$ cat src/i420tl_pkg.sv
// Shared types and constants for the I420 tile/linear address map.
// No dependencies; imported by every module of the block.
package i420tl_pkg;

  localparam int MAX_WIDTH    = 4096;
  localparam int HEIGHT_LIMIT = 4096;
  localparam int TILE_BYTES   = 4096;
  localparam int TILE_COLS    = 256;
  localparam int TILE_ROWS    = 16;

  localparam int DIM_W   = 13;
  localparam int COORD_W = 12;
  localparam int PIX_W   = 8;
  localparam int OFF_W   = 25;

  localparam int IN_DATA_W  = 32;
  localparam int OUT_DATA_W = 64;

  localparam logic [1:0] PLANE_Y = 2'd0;
  localparam logic [1:0] PLANE_U = 2'd1;
  localparam logic [1:0] PLANE_V = 2'd2;

  localparam logic REG_FRAME_WIDTH  = 1'b0;
  localparam logic REG_FRAME_HEIGHT = 1'b1;

  typedef enum logic [1:0] {
    ST_OK    = 2'd0,
    ST_SIZE  = 2'd1,
    ST_RANGE = 2'd2
  } status_t;

  typedef struct packed {
    logic [DIM_W-1:0] width;
    logic [DIM_W-1:0] height;
  } frame_cfg_t;

endpackage

$ cat src/i420tl_pipe.sv
// Three-stage address pipeline: plane decode and products, partial sums,
// base add and output register. Depends on i420tl_pkg.
module i420tl_pipe (
  input  logic                         clk,
  input  logic                         rst_n,
  input  i420tl_pkg::frame_cfg_t       cfg,
  input  logic                         in_valid,
  output logic                         in_ready,
  input  logic [1:0]                   in_plane,
  input  logic [i420tl_pkg::COORD_W-1:0] in_col,
  input  logic [i420tl_pkg::COORD_W-1:0] in_row,
  input  logic [i420tl_pkg::PIX_W-1:0] in_pix,
  output logic                         out_valid,
  input  logic                         out_ready,
  output logic [i420tl_pkg::OFF_W-1:0] out_lin,
  output logic [i420tl_pkg::OFF_W-1:0] out_til,
  output logic [i420tl_pkg::PIX_W-1:0] out_pix,
  output i420tl_pkg::status_t          out_status
);
  import i420tl_pkg::*;

  logic rdy1, rdy2, rdy3;
  logic v1_r, v2_r, v3_r;

  // stage 1 payload
  status_t            st1_r;
  logic [OFF_W-1:0]   base1_r, linmul1_r;
  logic [COORD_W-1:0] col1_r;
  logic [12:0]        tmul1_r;
  logic [3:0]         tx1_r;
  logic [11:0]        intile1_r;
  logic [PIX_W-1:0]   pix1_r;

  // stage 2 payload
  status_t            st2_r;
  logic [OFF_W-1:0]   base2_r, linp2_r, tilp2_r;
  logic [PIX_W-1:0]   pix2_r;

  // stage 3 (output)
  status_t            st3_r;
  logic [OFF_W-1:0]   lin3_r, til3_r;
  logic [PIX_W-1:0]   pix3_r;

  assign rdy3     = !v3_r || out_ready;
  assign rdy2     = !v2_r || rdy3;
  assign rdy1     = !v1_r || rdy2;
  assign in_ready = rdy1 && rst_n;

  // stage 1 logic
  logic [3:0]         wb;
  logic [7:0]         hb;
  logic               size_ok, is_y, plane_ok, in_range;
  logic [DIM_W-1:0]   pw, ph;
  logic [11:0]        wh_units;
  logic [14:0]        wh_v;
  logic [15:0]        row_mul;
  logic [4:0]         tiles_across;
  status_t            st1_nxt;
  logic [OFF_W-1:0]   base1_nxt, linmul1_nxt;
  logic [12:0]        tmul1_nxt;

  always_comb begin
    wb       = cfg.width[12:9];
    hb       = cfg.height[12:5];
    size_ok  = (cfg.width[8:0] == 9'd0) && (cfg.height[4:0] == 5'd0) &&
               ({1'b0, cfg.width} <= (DIM_W+1)'(MAX_WIDTH)) &&
               ({1'b0, cfg.height} <= (DIM_W+1)'(HEIGHT_LIMIT));
    is_y     = (in_plane == PLANE_Y);
    plane_ok = (in_plane == PLANE_Y) || (in_plane == PLANE_U) || (in_plane == PLANE_V);
    pw       = is_y ? cfg.width  : {1'b0, cfg.width[12:1]};
    ph       = is_y ? cfg.height : {1'b0, cfg.height[12:1]};
    in_range = plane_ok && ({1'b0, in_col} < pw) && ({1'b0, in_row} < ph);
    if (!size_ok) begin
      st1_nxt = ST_SIZE;
    end else if (!in_range) begin
      st1_nxt = ST_RANGE;
    end else begin
      st1_nxt = ST_OK;
    end
    wh_units = 12'(wb * hb);
    wh_v     = 15'(wh_units * 15'd5);
    case (in_plane)
      PLANE_U: base1_nxt = OFF_W'({wh_units, 14'd0});
      PLANE_V: base1_nxt = OFF_W'({wh_v, 12'd0});
      default: base1_nxt = '0;
    endcase
    row_mul      = 16'(in_row * wb);
    linmul1_nxt  = is_y ? OFF_W'({row_mul, 9'd0}) : OFF_W'({row_mul, 8'd0});
    tiles_across = is_y ? {wb, 1'b0} : {1'b0, wb};
    tmul1_nxt    = 13'(in_row[11:4] * tiles_across);
  end

  always_ff @(posedge clk) begin
    if (!rst_n) begin
      v1_r <= 1'b0;
    end else if (rdy1) begin
      v1_r <= in_valid;
    end
    if (rdy1) begin
      st1_r     <= st1_nxt;
      base1_r   <= base1_nxt;
      linmul1_r <= linmul1_nxt;
      col1_r    <= in_col;
      tmul1_r   <= tmul1_nxt;
      tx1_r     <= in_col[11:8];
      intile1_r <= {in_row[3:0], in_col[7:0]};
      pix1_r    <= in_pix;
    end
  end

  // stage 2 logic
  logic [12:0]      tile_idx;
  logic [OFF_W-1:0] linp2_nxt, tilp2_nxt;

  always_comb begin
    tile_idx  = tmul1_r + 13'(tx1_r);
    linp2_nxt = linmul1_r + OFF_W'(col1_r);
    tilp2_nxt = OFF_W'({tile_idx, 12'd0}) + OFF_W'(intile1_r);
  end

  always_ff @(posedge clk) begin
    if (!rst_n) begin
      v2_r <= 1'b0;
    end else if (rdy2) begin
      v2_r <= v1_r;
    end
    if (rdy2) begin
      st2_r   <= st1_r;
      base2_r <= base1_r;
      linp2_r <= linp2_nxt;
      tilp2_r <= tilp2_nxt;
      pix2_r  <= pix1_r;
    end
  end

  // stage 3 logic
  logic [OFF_W-1:0] lin3_nxt, til3_nxt;

  always_comb begin
    if (st2_r == ST_OK) begin
      lin3_nxt = base2_r + linp2_r;
      til3_nxt = base2_r + tilp2_r;
    end else begin
      lin3_nxt = '0;
      til3_nxt = '0;
    end
  end

  always_ff @(posedge clk) begin
    if (!rst_n) begin
      v3_r <= 1'b0;
    end else if (rdy3) begin
      v3_r <= v2_r;
    end
    if (rdy3) begin
      st3_r  <= st2_r;
      lin3_r <= lin3_nxt;
      til3_r <= til3_nxt;
      pix3_r <= pix2_r;
    end
  end

  assign out_valid  = v3_r;
  assign out_lin    = lin3_r;
  assign out_til    = til3_r;
  assign out_pix    = pix3_r;
  assign out_status = st3_r;

endmodule

$ cat src/i420_tile_linear_address_map.sv
// Top level of the I420 tile/linear address map: stream ports, frame size
// registers and the address pipeline. Depends on i420tl_pkg, i420tl_pipe.
//
// Each input word carries one byte of an I420 frame with its plane, column
// and row; the output word gives the byte's offset in the linear planar
// buffer and in the 256x16-byte tiled buffer, the byte itself and a status
// (ok, unsupported frame size, coordinate outside plane; offsets are zero
// unless ok). One word is taken every cycle while input is not held off; a
// word passes through the three register stages of the pipeline (decode and
// products, partial sums, base add). Output stalls back up through the
// stages, which fill bubbles before input is held off. The user must write
// frame width and height through the cfg port only while no word is in
// flight; the block itself does not enforce this.
module i420_tile_linear_address_map (
  input  logic        clk,
  input  logic        rst_n,
  // input stream
  input  logic        in_tvalid,
  output logic        in_tready,
  input  logic [i420tl_pkg::IN_DATA_W-1:0]  in_tdata,   // column[11:0], row[23:12],
                                                        // pixel_in[31:24]
  input  logic [1:0]  in_tuser,   // plane[1:0]
  // output stream
  output logic        out_tvalid,
  input  logic        out_tready,
  output logic [i420tl_pkg::OUT_DATA_W-1:0] out_tdata,  // linear_offset[24:0],
                                                        // tiled_offset[49:25],
                                                        // pixel_out[57:50], zero[63:58]
  output logic [1:0]  out_tuser,  // status[1:0]
  // configuration
  input  logic        cfg_we,
  input  logic        cfg_index,
  input  logic [i420tl_pkg::DIM_W-1:0]      cfg_data
);
  import i420tl_pkg::*;

  frame_cfg_t cfg_r;

  always_ff @(posedge clk) begin
    if (!rst_n) begin
      cfg_r.width  <= DIM_W'(2048);
      cfg_r.height <= DIM_W'(1024);
    end else if (cfg_we) begin
      case (cfg_index)
        REG_FRAME_WIDTH:  cfg_r.width  <= cfg_data;
        REG_FRAME_HEIGHT: cfg_r.height <= cfg_data;
        default: ;
      endcase
    end
  end

  logic [OFF_W-1:0] lin, til;
  logic [PIX_W-1:0] pix;
  status_t          status;

  i420tl_pipe u_pipe (
    .clk        (clk),
    .rst_n      (rst_n),
    .cfg        (cfg_r),
    .in_valid   (in_tvalid),
    .in_ready   (in_tready),
    .in_plane   (in_tuser),
    .in_col     (in_tdata[11:0]),
    .in_row     (in_tdata[23:12]),
    .in_pix     (in_tdata[31:24]),
    .out_valid  (out_tvalid),
    .out_ready  (out_tready),
    .out_lin    (lin),
    .out_til    (til),
    .out_pix    (pix),
    .out_status (status)
  );

  assign out_tdata = {{(OUT_DATA_W-2*OFF_W-PIX_W){1'b0}}, pix, til, lin};
  assign out_tuser = status;

endmodule

$ cat config.mk
export PLATFORM = sky130hd
export DESIGN_NAME = i420_tile_linear_address_map
export DESIGN_NICKNAME = d
export VERILOG_FILES = /design/src/i420tl_pkg.sv /design/src/i420tl_pipe.sv /design/src/i420_tile_linear_address_map.sv
export SDC_FILE = /design/constraint.sdc
export NUM_CORES = 1
export LEC_CHECK = 0
export ABC_AREA = 1
export BUFFER_PORTS_ARGS = -buffer_cell sky130_fd_sc_hd__buf_2
export CORE_ASPECT_RATIO = 1.75
export CORE_MARGIN = 5
export CORE_UTILIZATION = 61
export DETAILED_ROUTE_END_ITERATION = 6
export PLACE_DENSITY_LB_ADDON = 0.3
export SYNTH_ARGS = -nofsm -noshare
export SYNTH_HDL_FRONTEND = slang
export SYNTH_HIERARCHICAL = 1
export SYNTH_SLANG_ARGS = --single-unit
$ cat constraint.sdc
create_clock -name clk -period 10.1 [get_ports clk]
set_input_delay 3.03 -clock clk [delete_from_list [all_inputs] [get_ports clk]]
set_output_delay 3.03 -clock clk [all_outputs]
set_load 0.05 [all_outputs]
### Yosys cells after proc, flatten, opt, wreduce, memory -nomap -nowiden

Index checks and enable logic that the tools add are counted.

| word-level totals | value |
|---|---|
| flip-flop bits (word level) | 275 |
| bits of input ports | 53 |
| word-level logic and storage cells | 66 |

| operators by class | value |
|---|---|
| add/subtract/negate cells | 5 |
| multiply operators | 4 |
| $lt $le $gt $ge | 4 |
| eq/ne operators | 2 |
| muxes and demuxes | 6 |
| bitwise operators | 1 |
| reduce and logical (&&, ||, !) cells | 20 |

Operator list:

| kind | count |
|---|---|
| 25-bit by 12-bit adder with 25-bit output | 2 |
| 25-bit adder | 2 |
| 25-bit case mux with 2 select lines | 1 |
| 13-bit less-or-equal comparator, second input constant | 2 |
| 12-bit by 13-bit less-than comparator with 1-bit output | 2 |
| 13-bit 2-to-1 mux | 2 |
| 24-bit 2-to-1 mux | 1 |
| 12-bit by 4-bit multiplier with 16-bit output | 1 |
| 13-bit by 4-bit adder with 13-bit output | 1 |
| 12-bit by 3-bit multiplier with 13-bit output, second input constant | 1 |
| 8-bit by 5-bit multiplier with 13-bit output | 1 |
| 4-bit by 8-bit multiplier with 12-bit output | 1 |
| 9-bit logical NOT | 1 |
| 1-bit logical AND | 6 |
| 5-bit logical NOT | 1 |
| 1-bit logical OR | 5 |
| 5-bit 2-to-1 mux | 1 |
| 2-bit logical NOT | 2 |
| 2-bit AND reduction | 2 |
| 1-bit logical NOT | 3 |
| 2-bit by 1-bit == test with 1-bit output, second input constant | 1 |
| 2-bit == test, second input constant | 1 |
| 2-bit 2-to-1 mux | 1 |
| 1-bit inverter | 1 |

### Logic depth before layout (Yosys ltp)

Gate-level depths: netlist (run 1).

| depth | value |
|---|---|
| word-level depth | 6 |
| mapped depth | 30 |
| gate-level depth less buffers | 29 |

### By module

The synthesis (run 1) kept the hierarchy.

By module, submodules not included:

| module | instances | cells an instance | area an instance (µm²) | seq. area each (µm²) |
|---|---|---|---|---|
| i420tl_pipe | 1 | 1,420 | 13,167.6 | 5,645.4 |
| i420_tile_linear_address_map | 1 | 147 | 1,052.3 | 520.5 |

### Least setup slack after synthesis (run 1)

OpenSTA, ideal clock, no wires.

| timing path | value |
|---|---|
| path type | input to output |
| from | input port out_tready |
| to | output port in_tready |
| arrival time | 6.445 ns |
| path slack | 0.625 ns |
| stages | 6 |
| buffers on the path | 0 |
| cell sequence | inv_1 nand2_1 nor2_1 nand2_1 nand2_1 inv_1 |

| on the way | value |
|---|---|
| word-level cells in the longest chain between the ends | 4 |

Ends and longest elaborated chain:

| item | line | text |
|---|---|---|
| start: declaration | i420_tile_linear_address_map.sv:25 | `input logic out_tready,` |
| 1-bit logical OR | i420tl_pipe.sv:44 | `assign rdy3 = !v3_r \|\| out_ready;` |
| via u_pipe.rdy3 | i420tl_pipe.sv:22 | `logic rdy1, rdy2, rdy3;` |
| 1-bit logical OR | i420tl_pipe.sv:45 | `assign rdy2 = !v2_r \|\| rdy3;` |
| 1-bit logical OR | i420tl_pipe.sv:46 | `assign rdy1 = !v1_r \|\| rdy2;` |
| 1-bit logical AND | i420tl_pipe.sv:47 | `assign in_ready = rdy1 && rst_n;` |
| end: declaration | i420_tile_linear_address_map.sv:19 | `output logic in_tready,` |

The timed path passes the listed nets, and every way through them passes these cells.

### Worst setup path after layout (run 1)

Ends and elaborated chain as after synthesis.

==> qor.log, run 1 <==
[clocking] H-tree levels 1
[synth] Distinct cells, synth 50
[min_path] class of the worst hold path reg -> reg
[routing] drt drc 0
[power_and_ir_drop] leakage power 7.95 nW
[synth] share of the synthesized area in the top cell type 0.393
[clocking] deepest clock path buffer count 3
[sta] hold violation count in the final report 0
[setup_path] critical path launch point type input pin
[final_layout] area delta synth->final 10.1%
[run_status] result of the run complete, no violations
[grt] number of antenna violations at the first check in global routing 0
[synth] total of flip-flops plus latches after synthesis 215
[setup_path] CP Capture Type primary output
[synth] leading area contributor after synthesis sky130_fd_sc_hd__edfxtp_1
[setup_path] crit path DAT 4.35 ns
[final_layout] final cell utilization of the core 0.676
[run] number of violations of the max-capacitance limit 0
[setup_path] required time of the critical path 7.07 ns
[setup_path] Setup Crit Path Kind in -> out
[grt] residual overflow from global routing 0
[routing] Via Count 10700
[clocking] Num CTS Buffers 20
[synth] share of synthesized area occupied by flip-flops and latches 0.434
[synth] Post-Synthesis Cells 1567
[grt] total global-route track usage 0.233
[floorplanning] initial cell density of the core 0.614
[sta] f_max 135 MHz
[synth] Primary FF master, synth sky130_fd_sc_hd__edfxtp_1
[routing] Routed met1 length 11200 microns
[clocking] CTS tree built
[floorplanning] overall die height 212 microns
[min_path] Worst Min Path Start u_pipe/intile1_r[11]
[setup_path] CP startpoint out_tready
[floorplanning] core footprint 23100 sq um
[grt] vias in the first global route 10800
[floorplanning] Top Ports 121
[sta] Worst Max-Slew Pin Slew 1.14 ns
[clocking] Post-CTS Setup Inserts 0
[clocking] CTS resizes 0
[clocking] Hold Buf Count CTS 0
[sta] Setup TNS 0 ns
[final_layout] fin nets 1906
[synth] yosys warns 6
[routing] post-detailed-routing wire length 30400 microns
[routing] Antenna Violating Nets Remaining 0
[final_layout] fraction of layout instances using a drive strength above 1 0.105
[clocking] root cell of the clock tree sky130_fd_sc_hd__clkbuf_16
[sta] clock skew after layout 0.0180 ns
[synth] Synth Area per Inst 9.07 sq um
[synth] post-synthesis cell area 14200 sq um
[sta] final setup vio count 0
[routing] total iterations of the first detailed-routing run 5
[placed_design] placer congestion estimate 0.917
[final_layout] diode count 0
[floorplanning] Core Rows 74
[floorplanning] area of the die 26600 sq um
[routing] post-DR vias/cell 5.38
[synth] Async SR Flop Fraction 0
[grt] first-pass GRT wire length 50500 microns
[placed_design] Port Buf Inserts 114
[power_and_ir_drop] power per unit of standard cell area 168 nW/um^2
[sta] RSZ-0062 raised after global routing false
[clocking] post-CTS clock slew at the launch and capture registers of the worst setup and hold paths 0.07 ns
[clocking] CTS sink cnt 215
[setup_path] CP Max Fanout 54
[sta] slew margin rel. 0.238
[routing] total length of routed met3 wires 1430 microns
[power_and_ir_drop] Peak VDD IR 0.000162 V
[sta] Final period util 0.731
[routing] WL per Instance 15.3 microns
[sta] time the worst path needs with I/O delays and setup 7.38 ns
[placed_design] Detail Placement HPWL 24100 microns
[clocking] clk_lat worst skew 0.51 ns
[sta] total count of max-transition violations in the final report 0
[routing] count of routing violations after the opening detailed-route iteration 592
[synth] Post-synth EDFFs 186
[routing] met2 WL post-DR 16300 microns
[setup_path] r2r startpoint cfg_r[24]
[grt] largest net degree at the start of global routing 71
[floorplanning] horizontal die dimension 125 microns
[routing] Top Layer Used met4
[synth] top cells by area, synth sky130_fd_sc_hd__edfxtp_1, sky130_fd_sc_hd__ha_1, sky130_fd_sc_hd__nand2_1
==> synthesized netlist by cell type, types with 9 or more instances <==
cell type                  number
sky130_fd_sc_hd__a21oi_1       94
sky130_fd_sc_hd__buf_4         15
sky130_fd_sc_hd__clkbuf_1      19
sky130_fd_sc_hd__dfxtp_1       29
sky130_fd_sc_hd__edfxtp_1     186
sky130_fd_sc_hd__fa_1          55
sky130_fd_sc_hd__ha_1         131
sky130_fd_sc_hd__inv_1        251
sky130_fd_sc_hd__nand2_1      328
sky130_fd_sc_hd__nand3_1       74
sky130_fd_sc_hd__nor2_1       161
sky130_fd_sc_hd__nor3_1         9
sky130_fd_sc_hd__o21ai_0       74
sky130_fd_sc_hd__xnor2_1       16
sky130_fd_sc_hd__xor2_1        28
==> where the power goes <==
group          leakage, nW  internal (mW)  switching [mW]
sequential            2.34           1.10          0.0689
combinational         5.30          0.239           0.469
clock                0.313          0.423           0.329
total                 7.95           1.76           0.867
==> layout make-up <==
class / instances / area [sq um]
tap: 304 / 380
multi-input combinational: 1056 / 6880
clock buffer: 21 / 504
timing repair buffer: 120 / 616
sequential: 215 / 6170
inverter: 254 / 953
clock inverter: 15 / 159
fill: 1906 / 7490
==> sequential cells by signal, indices dropped and copies added, names as in the netlist, 17 cells and up <==
name              flops
cfg_r                26
u_pipe/linp2_r       25
u_pipe/out_lin       25
u_pipe/linmul1_r     17
u_pipe/out_til       17
u_pipe/tilp2_r       17
==> routing by layer <==
metal | global-route usage | vias to the layer above
met3 | 0.0239 | 81
met1 | 0.252 | 4984
met4 | 0.112 | 0
met2 | 0.449 | 309
met5 | 0 | -
li1 | - | 5313
==> worst paths after layout <==
path | cells past startpoint | end | slack, ns
worst max-delay path | 9 | in_tready | 2.72
worst max register to register | 24 | u_pipe/base1_r[24] | 4.69
worst min register to register | 0 | u_pipe/tilp2_r[11] | 0.41
worst min-delay path | 0 | u_pipe/tilp2_r[11] | 0.41
==> critical path, stage by stage <==
cell and delay [ns]:
sky130_fd_sc_hd__buf_2 0.08, sky130_fd_sc_hd__inv_1 0.04, sky130_fd_sc_hd__nand2_2 0.04, sky130_fd_sc_hd__buf_4 0.50, sky130_fd_sc_hd__nor2_1 0.19, sky130_fd_sc_hd__nand2_2 0.11, sky130_fd_sc_hd__nand2_1 0.06, sky130_fd_sc_hd__inv_1 0.06
sky130_fd_sc_hd__buf_2 0.25
==> cell families after synthesis <==
family,count (synthesis),synth area share
mux,7,0.00493
flops,215,0.434
simple gates,609,0.178
buf+inv,301,0.0847
xor+xnor,45,0.0282
other cells,1,0.000264
fa+ha+maj,186,0.193
compound gates,203,0.0779
==> layout by cell type, fill, tap and decap left out, types with 20 or more instances in the layout <==
| cell | Yosys | final |
|---|---|---|
| sky130_fd_sc_hd__o21ai_0 | 74 | 74 |
| sky130_fd_sc_hd__nand2_1 | 328 | 326 |
| sky130_fd_sc_hd__buf_2 | 6 | 114 |
| sky130_fd_sc_hd__xor2_1 | 28 | 28 |
| sky130_fd_sc_hd__clkbuf_16 | 0 | 20 |
| sky130_fd_sc_hd__ha_1 | 131 | 130 |
| sky130_fd_sc_hd__nand3_1 | 74 | 74 |
| sky130_fd_sc_hd__nor2_1 | 161 | 161 |
| sky130_fd_sc_hd__dfxtp_1 | 29 | 29 |
| sky130_fd_sc_hd__fa_1 | 55 | 55 |
| sky130_fd_sc_hd__inv_1 | 251 | 250 |
| sky130_fd_sc_hd__a21oi_1 | 94 | 94 |
| sky130_fd_sc_hd__edfxtp_1 | 186 | 186 |
==> per-stage QoR <==
stage / hold WS, ns / total power, mW / cell area, sq um / std cells / setup slack [ns]
2_1_floorplan: 0.400 / 1.71 / 14200 / 1572 / 0.625
3_3_place_gp: 0.401 / 1.86 / 15000 / 1949 / 2.72
3_5_place_dp: 0.405 / 1.89 / 15000 / 1949 / 2.69
4_1_cts: 0.411 / 2.64 / 15700 / 1985 / 2.69
5_1_grt: 0.422 / 2.79 / 15700 / 1985 / 2.57
6_report: 0.410 / 2.63 / 15700 / 1985 / 2.72
No activity file was read; power rests on OpenSTA's default activity.
==> inputs of run 2 (changes only) <==
--- a/config.mk
+++ b/config.mk
@@ -5,7 +5,7 @@
 export SDC_FILE = /design/constraint.sdc
 export NUM_CORES = 1
 export LEC_CHECK = 0
-export ABC_AREA = 1
+export ABC_AREA = 0
 export BUFFER_PORTS_ARGS = -buffer_cell sky130_fd_sc_hd__buf_2
 export CORE_ASPECT_RATIO = 1.75
 export CORE_MARGIN = 5
==> constraint.sdc (replaced) <==
create_clock -name clk -period 6.8 [get_ports clk]
set_input_delay 2.04 -clock clk [delete_from_list [all_inputs] [get_ports clk]]
set_output_delay 2.04 -clock clk [all_outputs]
set_load 0.05 [all_outputs]
==> qor.log, run 2 <==
[sta] Worst Max-Slew Pin Slew 1.05 ns [-0.0842 ns]
[sta] final setup vio count 0 [unchanged]
[power_and_ir_drop] power per unit of standard cell area 242 nW/um^2 [+44%]
[sta] RSZ-0062 raised after global routing false
[final_layout] fraction of layout instances using a drive strength above 1 0.136 [+0.0316]
[floorplanning] overall die height 210 microns [-0.96%]
[sta] Setup TNS 0 ns [unchanged]
[synth] top cells by area, synth sky130_fd_sc_hd__edfxtp_1, sky130_fd_sc_hd__ha_1, sky130_fd_sc_hd__fa_1
[synth] share of the synthesized area in the top cell type 0.401 [+0.00804]
[setup_path] crit path DAT 6.42 ns [+2.07 ns]
[setup_path] critical path launch point type input pin
[clocking] H-tree levels 1 [unchanged]
[setup_path] CP Capture Type flip-flop
[clocking] Num CTS Buffers 21 [+5.0%]
[final_layout] footprint of the multi-input gates 7100 sq um [+3.3%]
[sta] slew margin rel. 0.294 [+0.0563]
[power_and_ir_drop] switching pwr 1.16 mW [+34%]
[min_path] class of the worst hold path reg -> reg
[clocking] CTS resizes 0 [unchanged]
[floorplanning] Core Rows 73 [-1.4%]
[synth] total of flip-flops plus latches after synthesis 215 [unchanged]
[placed_design] Port Buf Inserts 114 [unchanged]
[final_layout] number of cells in the finished layout apart from fillers 1665 [-16%]
[power_and_ir_drop] Peak VDD IR 0.000180 V [+11%]
[synth] leading area contributor after synthesis sky130_fd_sc_hd__edfxtp_1
[synth] Async SR Flop Fraction 0 [unchanged]
[grt] number of antenna violations at the first check in global routing 1 [+1]
[run_status] result of the run complete, no violations
[clocking] post-CTS clock slew at the launch and capture registers of the worst setup and hold paths 0.06 ns [about the same]
[power_and_ir_drop] leakage power 7.16 nW [-9.9%]
[clocking] clk_lat worst skew 0.50 ns [about the same]
[routing] drt drc 0 [unchanged]
[floorplanning] core footprint 22700 sq um [-2.1%]
[synth] most frequently used cell type in the post-synthesis netlist sky130_fd_sc_hd__edfxtp_1
[routing] Antenna Violating Nets Remaining 0 [unchanged]
[grt] first-pass GRT wire length 45800 microns [-9.3%]
[synth] yosys warns 6 [unchanged]
[run] number of violations of the max-capacitance limit 0 [unchanged]
[clocking] root cell of the clock tree sky130_fd_sc_hd__clkbuf_16
[setup_path] required time of the critical path 7.04 ns [-0.03 ns]
[synth] Distinct cells, synth 62 [+24%]
[final_layout] fin nets 1590 [-17%]
[grt] vias in the first global route 9382 [-13%]
[final_layout] diode count 0 [unchanged]
[routing] WL per Instance 16.7 microns [+9.1%]
[setup_path] number of cells traversed by the worst register-to-register path 19 [-21%]
[routing] post-detailed-routing wire length 27800 microns [-8.5%]
[power_and_ir_drop] switching part of the total 0.313 [-0.0171]
[synth] share of synthesized area occupied by flip-flops and latches 0.442 [+0.00888]
[routing] count of routing violations after the opening detailed-route iteration 413 [-30%]
[sta] Final period util 0.908
[final_layout] Sequential cell area 6170 sq um [unchanged]
[final_layout] max reg flops 26 [unchanged]
[final_layout] highest-count cells in the layout ignoring fill and taps sky130_fd_sc_hd__edfxtp_1, sky130_fd_sc_hd__ha_1, sky130_fd_sc_hd__nand2_1, sky130_fd_sc_hd__buf_2, sky130_fd_sc_hd__inv_1
[routing] total iterations of the first detailed-routing run 5 [unchanged]
[synth] Synth Area per Inst 11.2 sq um [+23%]
[final_layout] area delta synth->final 10.2%
[placed_design] Detail Placement HPWL 22000 microns [-8.8%]
[sta] clock skew after layout 0.0147 ns [-0.00332 ns]
[power_and_ir_drop] internal power consumption 2.55 mW [+45%]
[setup_path] Setup Crit Path Kind in -> reg
[floorplanning] horizontal die dimension 124 microns [-0.93%]
[clocking] CTS sink cnt 215 [unchanged]
[power_and_ir_drop] part of the power in combinational logic 0.255 [-0.015]
[final_layout] Most flops, register cfg_r
[grt] largest net degree at the start of global routing 71 [unchanged]
[floorplanning] initial cell density of the core 0.615 [+0.000844]
[floorplanning] Top Ports 121 [unchanged]
[placed_design] placer congestion estimate 0.926 [+1.0%]
[grt] residual overflow from global routing 0 [unchanged]
[sta] total count of max-transition violations in the final report 0 [unchanged]
[synth] Post-Synthesis Cells 1245 [-21%]
[final_layout] most common library cell in the layout ignoring fill and taps sky130_fd_sc_hd__edfxtp_1
[sta] f_max 162 MHz
[clocking] Post-CTS Setup Inserts 0 [unchanged]
[floorplanning] area of the die 26100 sq um [-1.9%]
[clocking] CTS tree built
[synth] Post-synth EDFFs 186 [unchanged]
[clocking] Hold Buf Count CTS 0 [unchanged]
[sta] time the worst path needs with I/O delays and setup 6.18 ns
[synth] post-synthesis cell area 13900 sq um [-2.0%]
[power_and_ir_drop] Clk network pwr share 0.283 [-0.003]
[routing] Via Count 9198 [-14%]
[routing] post-DR vias/cell 5.52 [+2.6%]
[final_layout] number of fill cells in the layout 1808 [-5.1%]
[setup_path] CP Max Fanout 4 [-93%]
[placed_design] number of placed instances, taps included 1628 [-16%]
[synth] Primary FF master, synth sky130_fd_sc_hd__edfxtp_1
[sta] hold violation count in the final report 0 [unchanged]
[synth] top cell types by occurrence after synthesis sky130_fd_sc_hd__edfxtp_1, sky130_fd_sc_hd__ha_1, sky130_fd_sc_hd__nand2_1
[clocking] deepest clock path buffer count 3 [unchanged]
[power_and_ir_drop] Reg power frac 0.462 [+0.017]
[grt] total global-route track usage 0.215 [-0.0180]
[min_path] Cells on Worst Hold Path 0 [unchanged]
==> run 2: power groups by stage <==
stage	Combinational (mW)	Clock (mW)	Sequential (mW)
finish	0.947	1.05	1.72
global route	1.05	1.14	1.73
floorplan	0.601	0	1.86
global placement	0.913	0	1.74
detailed placement	0.939	0	1.74
CTS	0.948	1.08	1.72
==> run 2: final cells by class <==
| class | count | share of cell area |
|---|---|---|
| Sequential cell | 215 | 0.402 |
| Timing Repair Buffer | 128 | 0.0440 |
| Multi-Input combinational cell | 874 | 0.462 |
| Clock buffer | 24 | 0.0350 |
| Inverter | 111 | 0.0271 |
| Clock inverter | 13 | 0.00554 |
| Tap cell | 300 | 0.0244 |
==> run 2: worst paths after layout <==
| path | startpoint | end | slack [ns] |
|---|---|---|---|
| worst max-delay path | in_tuser[0] | u_pipe/tmul1_r[12] | 0.62 |
| worst min-delay path | u_pipe/base1_r[15] | u_pipe/base2_r[15] | 0.41 |
| worst max register to register | cfg_r[24] | u_pipe/base1_r[24] | 1.40 |
| worst min register to register | u_pipe/base1_r[15] | u_pipe/base2_r[15] | 0.41 |
==> run 2: logic make-up after synthesis <==
| kind of cell | after synthesis | share of synthesized area |
|---|---|---|
| adders and majority gates | 186 | 0.197 |
| buffers and inverters | 161 | 0.0506 |
| other | 1 | 0.000269 |
| AOI/OAI and AO/OA | 174 | 0.0846 |
| xor gates and xnor gates | 81 | 0.0509 |
| DFF | 215 | 0.442 |
| muxes | 58 | 0.0426 |
| and+or+nand+nor | 369 | 0.132 |
==> run 2: worst max-delay path, stage by stage <==
cell and delay (ns):
sky130_fd_sc_hd__buf_2 0.12, sky130_fd_sc_hd__inv_1 0.08, sky130_fd_sc_hd__ha_2 0.27, sky130_fd_sc_hd__mux2_2 0.38, sky130_fd_sc_hd__and2_1 0.18, sky130_fd_sc_hd__fa_1 0.50
sky130_fd_sc_hd__inv_1 0.06, sky130_fd_sc_hd__fa_1 0.51, sky130_fd_sc_hd__fa_1 0.54, sky130_fd_sc_hd__inv_1 0.04, sky130_fd_sc_hd__ha_1 0.32, sky130_fd_sc_hd__a21o_1 0.20
sky130_fd_sc_hd__a21oi_1 0.23, sky130_fd_sc_hd__o21bai_1 0.13, sky130_fd_sc_hd__a2111oi_2 0.42, sky130_fd_sc_hd__o31ai_1 0.12, sky130_fd_sc_hd__a21oi_1 0.19, sky130_fd_sc_hd__xnor2_1 0.09
==> run 2: per-layer routing <==
| metal | track usage | up-vias | part of all wire |
|---|---|---|---|
| met5 | 0 | - | 0.00047 |
| met4 | 0.0851 | 2 | 0.037 |
| met3 | 0.0330 | 57 | 0.046 |
| met2 | 0.418 | 221 | 0.55 |
| met1 | 0.230 | 4380 | 0.37 |
| li1 | - | 4538 | - |
==> run 2: metrics by stage <==
stage	hold WS [ns]	total power, mW	util	worst slack [ns]	cell area, sq um
floorplan	0.400	2.46	-	0.164	14000
global placement	0.401	2.65	0.650	0.213	14700
detailed placement	0.405	2.68	0.650	0.0973	14700
CTS	0.415	3.74	0.678	0.624	15400
global route	0.425	3.92	0.678	0.340	15400
finish	0.415	3.72	0.678	0.623	15400
